## config.mk

```make
export PLATFORM = sky130hd
export DESIGN_NAME = button_debounce_press_hold
export DESIGN_NICKNAME = d
export VERILOG_FILES = /design/src/rtl/bdph_pkg.sv /design/src/rtl/button_debounce_press_hold.sv
export SDC_FILE = /design/constraint.sdc
export NUM_CORES = 1
export LEC_CHECK = 0
export ABC_AREA = 1
export BUFFER_PORTS_ARGS = -buffer_cell sky130_fd_sc_hd__buf_4
export CAP_MARGIN = 30
export CORE_MARGIN = 5
export CORE_UTILIZATION = 54
export DETAILED_ROUTE_END_ITERATION = 8
export HOLD_SLACK_MARGIN = 0.08
export PLACE_DENSITY = 0.71
export SLEW_MARGIN = 0
export SYNTH_ARGS = -nofsm -noshare
export SYNTH_HDL_FRONTEND = slang
export SYNTH_SLANG_ARGS = --single-unit
```

## constraint.sdc

```tcl
create_clock -name i_clk -period 3.5 [get_ports i_clk]
set_input_delay 0.7 -clock i_clk [delete_from_list [all_inputs] [get_ports i_clk]]
set_output_delay 0.7 -clock i_clk [all_outputs]
set_load 0.005 [all_outputs]
```

## src/rtl/bdph_pkg.sv

```systemverilog
// Types, codes and defaults shared by the button debounce block and its checker.
`default_nettype none

package bdph_pkg;

    localparam int NUM_BUTTONS_DEF = 3;
    localparam int COUNT_WIDTH_DEF = 16;

    localparam int CFG_W      = 16;
    localparam int CFG_ADDR_W = 2;
    localparam int RAW_W      = 3;
    localparam int SEL_W      = 2;
    localparam int MODE_INDEX = 2;

    localparam logic [CFG_ADDR_W-1:0] CFG_DEBOUNCE    = 2'd0;
    localparam logic [CFG_ADDR_W-1:0] CFG_HOLD_NORMAL = 2'd1;
    localparam logic [CFG_ADDR_W-1:0] CFG_HOLD_MODE   = 2'd2;

    localparam logic [CFG_W-1:0] DEBOUNCE_RST    = 16'd50;
    localparam logic [CFG_W-1:0] HOLD_NORMAL_RST = 16'd500;
    localparam logic [CFG_W-1:0] HOLD_MODE_RST   = 16'd2000;

    typedef enum logic [1:0] {
        ST_IDLE     = 2'd0,
        ST_PRESSED  = 2'd1,
        ST_HELD     = 2'd2,
        ST_RELEASED = 2'd3
    } t_btn_state;

    typedef enum logic {
        CMD_TICK  = 1'b0,
        CMD_QUERY = 1'b1
    } t_cmd;

endpackage

`default_nettype wire

```

## src/rtl/button_debounce_press_hold.sv

```systemverilog
// A result is registered and appears on the master side in the cycle after its input transaction.
// Throughput: one transaction per cycle; the input is stalled only while the result
// register is full and the master side is not ready.
// Reset (synchronous, active low) sets all buttons idle with counters and last levels
// at zero, and loads debounce 50, hold 500 and mode hold 2000 ticks.
`default_nettype none

module button_debounce_press_hold
    import bdph_pkg::*;
#(
    parameter int NUM_BUTTONS = NUM_BUTTONS_DEF,
    parameter int COUNT_WIDTH = COUNT_WIDTH_DEF
) (
    input  wire logic                  i_clk,
    input  wire logic                  i_rst_n,
    input  wire logic                  i_cfg_we,
    input  wire logic [CFG_ADDR_W-1:0] i_cfg_addr,
    input  wire logic [CFG_W-1:0]      i_cfg_data,
    input  wire logic                  i_s_tvalid,
    output      logic                  o_s_tready,
    // [2:0] raw_levels, [4:3] button, [7:5] zero
    input  wire logic [7:0]            i_s_tdata,
    // [0] command
    input  wire logic                  i_s_tuser,
    output      logic                  o_m_tvalid,
    input  wire logic                  i_m_tready,
    // [1:0] state_open, [3:2] state_close, [5:4] state_mode, [6] released_seen, [7] zero
    output      logic [7:0]            o_m_tdata
);

    localparam int CMP_W = (COUNT_WIDTH > CFG_W) ? COUNT_WIDTH : CFG_W;
    localparam int EXT_W = (NUM_BUTTONS > RAW_W) ? NUM_BUTTONS : RAW_W;

    logic [CFG_W-1:0] r_debounce;
    logic [CFG_W-1:0] r_hold_normal;
    logic [CFG_W-1:0] r_hold_mode;

    logic                   r_last   [NUM_BUTTONS];
    t_btn_state             r_state  [NUM_BUTTONS];
    logic [COUNT_WIDTH-1:0] r_stable [NUM_BUTTONS];
    logic [COUNT_WIDTH-1:0] r_press  [NUM_BUTTONS];

    logic                   n_last   [NUM_BUTTONS];
    t_btn_state             n_state  [NUM_BUTTONS];
    logic [COUNT_WIDTH-1:0] n_stable [NUM_BUTTONS];
    logic [COUNT_WIDTH-1:0] n_press  [NUM_BUTTONS];

    logic       r_out_valid;
    logic [7:0] r_out_data;
    logic [7:0] n_out_data;
    logic       n_released;

    logic             s_accept;
    t_cmd             s_cmd;
    logic [RAW_W-1:0] s_raw;
    logic [SEL_W-1:0] s_sel;
    logic [EXT_W-1:0] s_raw_ext;
    logic [1:0]       s_out_state [3];

    assign o_s_tready = !r_out_valid || i_m_tready;
    assign s_accept   = i_s_tvalid && o_s_tready;
    assign s_cmd      = t_cmd'(i_s_tuser);
    assign s_raw      = i_s_tdata[2:0];
    assign s_sel      = i_s_tdata[4:3];
    // Buttons beyond the three pins always see a low level.
    assign s_raw_ext  = EXT_W'(s_raw);

    always_ff @(posedge i_clk) begin
        if (!i_rst_n) begin
            r_debounce    <= DEBOUNCE_RST;
            r_hold_normal <= HOLD_NORMAL_RST;
            r_hold_mode   <= HOLD_MODE_RST;
        end else if (i_cfg_we) begin
            unique case (i_cfg_addr)
                CFG_DEBOUNCE:    r_debounce    <= i_cfg_data;
                CFG_HOLD_NORMAL: r_hold_normal <= i_cfg_data;
                CFG_HOLD_MODE:   r_hold_mode   <= i_cfg_data;
                default: ;
            endcase
        end
    end

    always_comb begin
        logic                   level;
        logic                   active;
        logic [COUNT_WIDTH-1:0] pc;
        logic [COUNT_WIDTH-1:0] sc;
        logic [CFG_W-1:0]       hold;
        level  = 1'b0;
        active = 1'b0;
        pc     = '0;
        sc     = '0;
        hold   = '0;
        n_released = 1'b0;
        for (int i = 0; i < NUM_BUTTONS; i++) begin
            n_last[i]   = r_last[i];
            n_state[i]  = r_state[i];
            n_stable[i] = r_stable[i];
            n_press[i]  = r_press[i];
            if (s_accept && s_cmd == CMD_TICK) begin
                level  = s_raw_ext[i];
                pc     = (&r_press[i]) ? r_press[i] : r_press[i] + 1'b1;
                sc     = (level != r_last[i]) ? '0 :
                         ((&r_stable[i]) ? r_stable[i] : r_stable[i] + 1'b1);
                hold   = (i == MODE_INDEX) ? r_hold_mode : r_hold_normal;
                active = (r_state[i] == ST_PRESSED) || (r_state[i] == ST_HELD);
                if (CMP_W'(sc) > CMP_W'(r_debounce)) begin
                    if (level != active) begin
                        if (level) begin
                            n_state[i] = ST_PRESSED;
                            pc         = '0;
                        end else begin
                            n_state[i] = ST_RELEASED;
                        end
                    end else if (r_state[i] == ST_PRESSED &&
                                 CMP_W'(pc) >= CMP_W'(hold)) begin
                        n_state[i] = ST_HELD;
                    end
                end
                n_last[i]   = level;
                n_stable[i] = sc;
                n_press[i]  = pc;
            end else if (s_accept && s_cmd == CMD_QUERY) begin
                if (int'(s_sel) == i && r_state[i] == ST_RELEASED) begin
                    n_state[i] = ST_IDLE;
                    n_released = 1'b1;
                end
            end
        end
    end

    // Buttons that do not exist report the idle code.
    for (genvar j = 0; j < 3; j++) begin : g_out
        if (j < NUM_BUTTONS) begin : g_present
            assign s_out_state[j] = n_state[j];
        end else begin : g_absent
            assign s_out_state[j] = ST_IDLE;
        end
    end

    assign n_out_data = {1'b0, n_released, s_out_state[2], s_out_state[1], s_out_state[0]};

    always_ff @(posedge i_clk) begin
        if (!i_rst_n) begin
            for (int i = 0; i < NUM_BUTTONS; i++) begin
                r_last[i]   <= 1'b0;
                r_state[i]  <= ST_IDLE;
                r_stable[i] <= '0;
                r_press[i]  <= '0;
            end
        end else begin
            for (int i = 0; i < NUM_BUTTONS; i++) begin
                r_last[i]   <= n_last[i];
                r_state[i]  <= n_state[i];
                r_stable[i] <= n_stable[i];
                r_press[i]  <= n_press[i];
            end
        end
    end

    always_ff @(posedge i_clk) begin
        if (!i_rst_n) begin
            r_out_valid <= 1'b0;
        end else if (o_s_tready) begin
            r_out_valid <= i_s_tvalid;
        end
    end

    always_ff @(posedge i_clk) begin
        if (s_accept) begin
            r_out_data <= n_out_data;
        end
    end

    assign o_m_tvalid = r_out_valid;
    assign o_m_tdata  = r_out_data;

endmodule

`default_nettype wire

```

# Yosys cells after proc, flatten, opt, wreduce, memory -nomap -nowiden
# Memories as Yosys holds them, arrays and structs flattened.
# Cells that the tools add are included.
dict set report word_totals {
  register_bits 56
  mem_bits_rw 105
  out_inout_bits 10
  word_cells 149
  mem_count 4
}
dict set report op_classes {
  addsub 6
  n_lt_le_gt_ge 6
  eq_ne 19
  n_mux 71
  n_bitwise 13
  reduce_logical 25
}
# name words width rd rd_ports_with_merged_regs write_ports line_no
set mem_list {}
lappend mem_list {r_press 3 16 3 0 3 button_debounce_press_hold.sv:41} ;# logic [COUNT_WIDTH-1:0] r_press [NUM_BUTTONS];
lappend mem_list {r_stable 3 16 3 0 3 button_debounce_press_hold.sv:40} ;# logic [COUNT_WIDTH-1:0] r_stable [NUM_BUTTONS];
lappend mem_list {r_state 3 2 3 0 3 button_debounce_press_hold.sv:39} ;# t_btn_state r_state [NUM_BUTTONS];
lappend mem_list {r_last 3 1 3 0 3 button_debounce_press_hold.sv:38} ;# logic r_last [NUM_BUTTONS];
# cell count
set ops {}
lappend ops {{$mux W16} 30}
lappend ops {{$add A16 B1 Y16 const B} 6}
lappend ops {{$reduce_and A16 Y1} 6}
lappend ops {{$ge A16 B16 Y1} 3}
lappend ops {{$gt A16 B16 Y1} 3}
lappend ops {{$mux W2} 24}
lappend ops {{$eq A2 B2 Y1 const B} 9}
lappend ops {{$mux W1} 17}
lappend ops {{$or A1 B1 Y1} 12}
lappend ops {{$logic_and A1 B1 Y1} 9}
lappend ops {{$eq A2 B1 Y1 const B} 4}
lappend ops {{$ne A1 B1 Y1} 6}
lappend ops {{$reduce_and A2 Y1} 3}
lappend ops {{$logic_not A2 Y1} 2}
lappend ops {{$logic_or A1 B1 Y1} 4}
lappend ops {{$logic_not A1 Y1} 1}
lappend ops {{$not A1 Y1} 1}

# Logic depth before layout (Yosys ltp)
# Gate-level depths: netlist (run 1).
dict set report depth {
  ltp_word 12
  depth_mapped 26
  ltp_nobuf 26
}

# Least setup slack after synthesis (run 1)
# OpenSTA, ideal clock, no wires.
dict set report synth_path {
  path_kind {register -> register}
  start {memory r_stable[0][0] in the netlist's numbering}
  end {memory r_press[0][10] in the netlist's numbering}
  arrival_time_ps 2625
  slack_ps 743
  stages_incl_launch_ff 25
  path_cell_list {dfxtp_1 > ha_1 > nand2_1 > nor2_4 > nand2_2 > nor2_4 > nand2_2 > buf_6 > nand2_1 > nand2_1 > nand3_1 > inv_1 > ha_1 > nand2_1 > inv_1 > nand2_1 > nand2_1 > nand2_1 > nand2_1 > nand2_1 > a21oi_1 > nand2_1 > buf_2 > nand3_1 > a21oi_1}
}
# item line_no
set synth_rtl {}
lappend synth_rtl {{from (decl)} button_debounce_press_hold.sv:40}
lappend synth_rtl {{to (decl)} button_debounce_press_hold.sv:41}

==> impl_metrics.py, run 1 <==
metrics = {
    "yosys": {
        "yosysWarnings": 0,
        "ys_seq_elements": 161,
        "avgSynthCellArea_um2": 6.69,
        "syn-cell-area_um2": 11300,
        "syn_inst": 1693,
        "ys_seq_area_share_pct": 29.1,
        "yosysUniqueCellTypes": 47,
        "synth_nets": 1833,
    },
    "grt": {
        "grt-ovfl-total": 0,
        "track_usage_pct": 23.7,
        "grt_antenna_before_repair": 0,
        "grt_start_max_net_pins": 78,
        "grt_pass1_wl_um": 46800,
        "grt_pass1_vias": 9768,
    },
    "sta": {
        "tightest_slew_ps": 682,
        "fin_worst_skew_ps": 9.90,
        "fmax_mhz": 314,
        "finalHoldViolCount": 0,
        "slew_violations": 0,
        "max_slew_margin_pct": 54.5,
        "whs_ps": 467,
        "setup_ws_ps": 314,
        "rsz0062_at_grt": "false",
        "post-route-period-util_pct": 91.0,
        "finalSetupViolCount": 0,
        "tns_ps": 0,
        "period_needed_ps": 3190,
    },
    "floorplan": {
        "coreArea_um2": 20800,
        "dieHeight_um": 155,
        "die-area_um2": 24000,
        "die_w_um": 155,
        "rows": 53,
        "start_util_pct": 54.4,
        "ios": 42,
    },
    "routing": {
        "wl_met2_um": 12500,
        "wirelength_um": 27700,
        "drcViolationCount": 0,
        "drt_iter0_drc": 718,
        "drt-met1-wl_um": 13400,
        "postRouteAntennaNets": 0,
        "first_pass_iters": 5,
        "via_per_inst": 5.30,
        "wl_met3_um": 1300,
        "highest_layer": "met4",
        "drt-wirelength-per-cell_um": 13.9,
        "vias": 10600,
    },
    "critical_path": {
        "path_cells": "ha_1 -> nand2_1 -> inv_1 -> nand2_1 -> inv_2 -> nand4_2 -> nor2_1 -> o21ai_0 -> nand3_1 -> inv_1 -> ha_1 -> nand2_1 -> nor2_1 -> nand4_1 -> nor2_1 -> inv_1 -> nand3_1 -> nand2_1 -> inv_1 -> nand2_1 -> nand2_1 -> inv_1",
        "crit_path_end_kind": "flip-flop",
        "crit_slowest_cell": "dfxtp_1",
        "crit_top_cell": "nand2_1",
        "arrival_ps": 3380,
        "crit_path_start_kind": "flip-flop",
        "crit_type": "flip-flop to flip-flop",
        "required_ps": 3690,
        "slowest_delay_ps": 380,
        "worstPathMaxFanout": 4,
    },
    "placed_design": {
        "dp_cells": 1963,
        "numPortBuffers": 37,
        "hpwl_um": 20800,
        "dp_slack_ps": 217,
        "gpl.final_weighted_congestion": 0.885,
    },
    "clock_network": {
        "h-tree-depth": 4,
        "root_buffer": "clkbuf_16",
        "clk_pin_slew_worst_paths_ps": 70,
        "clkLatencyLatePin_ps": 440,
        "numCtsBuffers": 17,
        "clkSinkCount": 161,
        "tritoncts": "yes",
        "cts_buffer_depth": 2,
    },
    "layout": {
        "syn_to_final_growth_pct": 9.55,
        "final_common_cell": "nand2_1",
        "num-fill-cells": 1978,
        "drive_gt1_share_pct": 9.12,
        "fin_cells": 1996,
        "diodes": 0,
        "nets": 1848,
        "final_cell_mix": "nand2_1 (377), inv_1 (263), a21oi_1 (185), dfxtp_1 (152), nor2_1 (119)",
    },
    "power_and_ir_drop": {
        "power_density_nw_per_um2": 366,
        "cellLeakagePower_uw": 0.00628,
        "ir_drop_mv": 0.384,
    },
    "hold_path": {
        "min_path_type": "flip-flop to flip-flop",
    },
    "run_status": {
        "outcome": "finished clean",
    },
    "job": {
        "maxCapViolCount": 0,
    },
}
[sequential cells by signal, summed over array words and instances (netlist names)]
register / flops
r_last: 3
r_stable: 48
r_state: 6
r_hold_mode: 16
r_hold_normal: 16
r_press: 48
o_m_tvalid: 1
r_debounce: 16
o_m_tdata: 7
[synthesized netlist by cell type (all sizes together)]
library cell,n,share of area (%)
nor3,20,1.3
nor4,4,0.22
o22ai,1,0.055
buf,18,1.1
clkinv,1,0.033
a21o,3,0.20
nand4,31,2.0
a211oi,2,0.13
nor2,133,5.1
or2,12,0.66
a21boi,1,0.066
o21ai,115,5.1
ha,108,12
a31o,1,0.077
xor2,36,2.8
clkbuf,40,1.4
nand3,119,5.6
and3,1,0.055
dfxtp,154,27
inv,269,8.9
xnor2,13,1.0
a31oi,1,0.055
nand2,389,13
edfxtp,7,1.9
o211ai,19,1.3
a21oi,190,8.5
conb,1,0.033
nand3b,4,0.27
[where the power goes]
group / leakage [uW] / switching, uW / internal (uW)
clock network: 0.000283 / 825 / 1010
registers: 0.00133 / 65.9 / 1930
logic: 0.00467 / 453 / 251
total: 0.00628 / 1340 / 3190
[cell type report]
class,count,area (um^2),share of cell area [%]
flip-flops and latches,161,3300,26.6
inverters,270,1010,8.17
repair buffers,54,418,3.37
clock buffers,19,443,3.57
well taps,275,344,2.77
clock inverters,13,125,1.01
multi-input cells,1204,6770,54.5
[metal layers]
metal  global-route usage (%)  up-vias
li1                         -     5529
met1                     33.4     4783
met2                     38.2      232
met3                     2.80       38
met4                     6.90        0
met5                        0        -
[cell families after synthesis]
family                   count (synthesis)  share of synthesized area [%]
AND/OR/NAND/NOR                        713                           28.2
buffers and inverters                  328                           11.5
XOR/XNOR                                49                           3.79
AO/OA/AOI/OAI                          333                           15.5
other                                    1                         0.0331
flip-flops                             161                           29.1
adder cells (fa/ha/maj)                108                           11.9
[critical path, delay by kind of cell, from the launching register on]
| family | cells | cell delay, ps |
|---|---|---|
| DFF | 1 | 380 |
| buffers and inverters | 6 | 460 |
| AOI/OAI and AO/OA | 1 | 120 |
| and+or+nand+nor | 13 | 1480 |
| adders and majority gates | 2 | 490 |
[metrics by stage]
step | util (%) | total power, uW | instance area (um^2)
2_1_floorplan | - | 2520 | 11300
3_3_place_gp | 56.7 | 2700 | 11800
3_5_place_dp | 56.7 | 2730 | 11800
4_1_cts | 59.4 | 4560 | 12400
5_1_grt | 59.6 | 4760 | 12400
6_report | 59.6 | 4540 | 12400
[path summary, 6_finish.rpt]
path                                     start                            to  slack (ps)  cells after the start
setup / recovery  r_stable[0][17]$_SDFFE_PN0P_        o_m_tdata[2]$_DFFE_PP_         310                     22
hold / removal    r_hold_mode[13]$_SDFFE_PN0P_  r_hold_mode[13]$_SDFFE_PN0P_         470                      2
setup reg to reg  r_stable[0][17]$_SDFFE_PN0P_        o_m_tdata[2]$_DFFE_PP_         310                     22
hold reg to reg   r_hold_mode[13]$_SDFFE_PN0P_  r_hold_mode[13]$_SDFFE_PN0P_         470                      2
[what timing repair did]
| action | CTS | global route |
|---|---|---|
| hold buffers | 0 | 0 |
| buffers inserted | 0 | 1 |
| resized for setup | 0 | 10 |
| setup endpoints to repair | 0 | 45 |
Note: power is estimated with default switching activity, not from simulation.
==> run 2: changes to the inputs <==
--- a/config.mk
+++ b/config.mk
@@ -13,6 +13,7 @@
 export DETAILED_ROUTE_END_ITERATION = 8
 export HOLD_SLACK_MARGIN = 0.08
 export PLACE_DENSITY = 0.71
+export REMOVE_ABC_BUFFERS = 1
 export SLEW_MARGIN = 0
 export SYNTH_ARGS = -nofsm -noshare
 export SYNTH_HDL_FRONTEND = slang
==> impl_metrics.py, run 2 (synthesis results as in run 1) <==
metrics = {
    "sta": {
        "finalHoldViolCount": 0,
        "rsz0062_at_grt": "false",
        "setup_ws_ps": 259,
        "period_needed_ps": 3240,
        "fmax_mhz": 309,
        "tightest_slew_ps": 639,
        "max_slew_margin_pct": 57.3,
        "fin_worst_skew_ps": 9.17,
        "finalSetupViolCount": 0,
        "slew_violations": 0,
        "post-route-period-util_pct": 92.6,
    },
    "clock_network": {
        "clk_pin_slew_worst_paths_ps": 60,
        "clkLatencyLatePin_ps": 430,
        "h-tree-depth": 4,
        "cts_buffer_depth": 2,
        "clkSinkCount": 161,
        "post_cts_buffers": 0,
        "tritoncts": "yes",
        "numCtsBuffers": 17,
        "root_buffer": "clkbuf_16",
        "ctsHoldBuffers": 0,
    },
    "routing": {
        "first_pass_iters": 6,
        "wirelength_um": 27800,
        "vias": 10600,
        "postRouteAntennaNets": 0,
        "drt_iter0_drc": 717,
        "via_per_inst": 5.33,
        "drcViolationCount": 0,
        "drt-wirelength-per-cell_um": 13.9,
    },
    "floorplan": {
        "die-area_um2": 24000,
        "coreArea_um2": 20800,
        "rows": 53,
        "dieHeight_um": 155,
        "start_util_pct": 54.4,
        "ios": 42,
        "die_w_um": 155,
    },
    "critical_path": {
        "arrival_ps": 3420,
        "slowest_delay_ps": 410,
        "crit_path_end_kind": "flip-flop",
        "path_cells": "ha_1 -> nand2_1 -> inv_1 -> nand2_1 -> inv_2 -> nand4_2 -> inv_2 -> nand2_2 -> nand2_1 -> nand2_1 -> nand3_1 -> inv_1 -> ha_1 -> nand2_1 -> nor2_1 -> nand4_1 -> nor2_2 -> inv_1 -> nand3_1 -> nand2_1 -> inv_1 -> nand2_1 -> nand2_1 -> inv_1",
        "crit_path_start_kind": "flip-flop",
        "crit_top_cell": "nand2_1",
        "required_ps": 3680,
        "crit_type": "flip-flop to flip-flop",
        "crit_slowest_cell": "dfxtp_1",
        "crit_family": "simple AND/OR/NAND/NOR gates",
        "worstPathMaxFanout": 10,
        "crit_buf_inv": 7,
    },
    "layout": {
        "final_cell_mix": "nand2_1 (378), inv_1 (263), a21oi_1 (185), dfxtp_1 (154), nor2_1 (119)",
        "fin_cells": 1992,
        "nets": 1845,
        "diodes": 0,
        "final_common_cell": "nand2_1",
        "drive_gt1_share_pct": 8.85,
        "syn_to_final_growth_pct": 9.66,
        "top_regs": "r_press x48, r_stable x48",
        "num-fill-cells": 2009,
    },
    "power_and_ir_drop": {
        "cellLeakagePower_uw": 0.00626,
        "power_density_nw_per_um2": 373,
        "total_power_uw": 4630,
        "ir_drop_mv": 0.311,
    },
    "grt": {
        "track_usage_pct": 23.4,
        "grt_antenna_before_repair": 0,
        "grt-ovfl-total": 0,
        "grt_pass1_wl_um": 46300,
        "grt_pass1_vias": 9580,
        "grt_start_max_net_pins": 73,
    },
    "hold_path": {
        "min_path_type": "flip-flop to flip-flop",
    },
    "placed_design": {
        "dp_cells": 1961,
        "numPortBuffers": 37,
        "dp_slack_ps": 207,
        "hpwl_um": 20500,
        "gpl.final_weighted_congestion": 0.878,
    },
    "job": {
        "maxCapViolCount": 0,
    },
    "run_status": {
        "outcome": "finished clean",
    },
}
run 2: cell types whose count changed in the layout (fill, tap and decap cells not counted), moves of 2 or more:
cell	before	now
inv_6	4	0
clkbuf_8	1	4
inv_8	2	0
dfxtp_1	152	154
dfxtp_2	2	0
buf_4	53	50
clkinvlp_4	1	3
run 2: path summary, 6_finish.rpt:
kind	from	endpoint	slack, ps	cells after the start
setup / recovery	r_stable[0][16]$_SDFFE_PN0P_	o_m_tdata[2]$_DFFE_PP_	260	24
hold / removal	r_hold_mode[3]$_SDFFE_PN0P_	r_hold_mode[3]$_SDFFE_PN0P_	460	2
setup reg to reg	r_stable[0][16]$_SDFFE_PN0P_	o_m_tdata[2]$_DFFE_PP_	260	24
hold reg to reg	r_hold_mode[3]$_SDFFE_PN0P_	r_hold_mode[3]$_SDFFE_PN0P_	460	2
run 2: repair_timing:
item | in CTS | in global routing
endpoints found under the setup margin | 0 | 31
gates resized for setup | 0 | 7
hold endpoints to repair | 0 | 0
run 2: routing by layer:
layer / up-vias / global-route usage (%) / wire [um]
met5: - / 0 / 0
met4: 0 / 7.61 / 505
met3: 40 / 3.30 / 1260
met2: 225 / 38.7 / 13100
met1: 4838 / 31.5 / 12900
li1: 5507 / - / -
run 2: final cells by class:
class / count / area [um^2] / area share [%]
Tap cell: 275 / 344 / 2.77
Sequential cell: 161 / 3290 / 26.5
Inverter: 270 / 1010 / 8.16
Timing Repair Buffer: 51 / 395 / 3.18
Clock buffer: 22 / 505 / 4.07
Clock inverter: 9 / 103 / 0.826
Multi-Input combinational cell: 1204 / 6760 / 54.5
run 2: worst min-delay path, cell delays in order (launching register included):
cell,delay (ps)
dfxtp_1,300
inv_1,60
a21oi_1,50
run 2: per-stage QoR:
stage                     instance area [um^2]  hold slack (ps)  utilization, %  TNS (ps)
after floorplan                          11000              435               -   -178980
after global placement                   11800              452            56.6         0
after detailed placement                 11800              458            56.6         0
after CTS                                12400              467            59.5         0
after global routing                     12400              495            59.6         0
final                                    12400              461            59.6         0
run 2: where the power goes:
part           internal [uW]  switching [uW]
clock network           1160             765
logic                    249             454
registers               1930            67.0
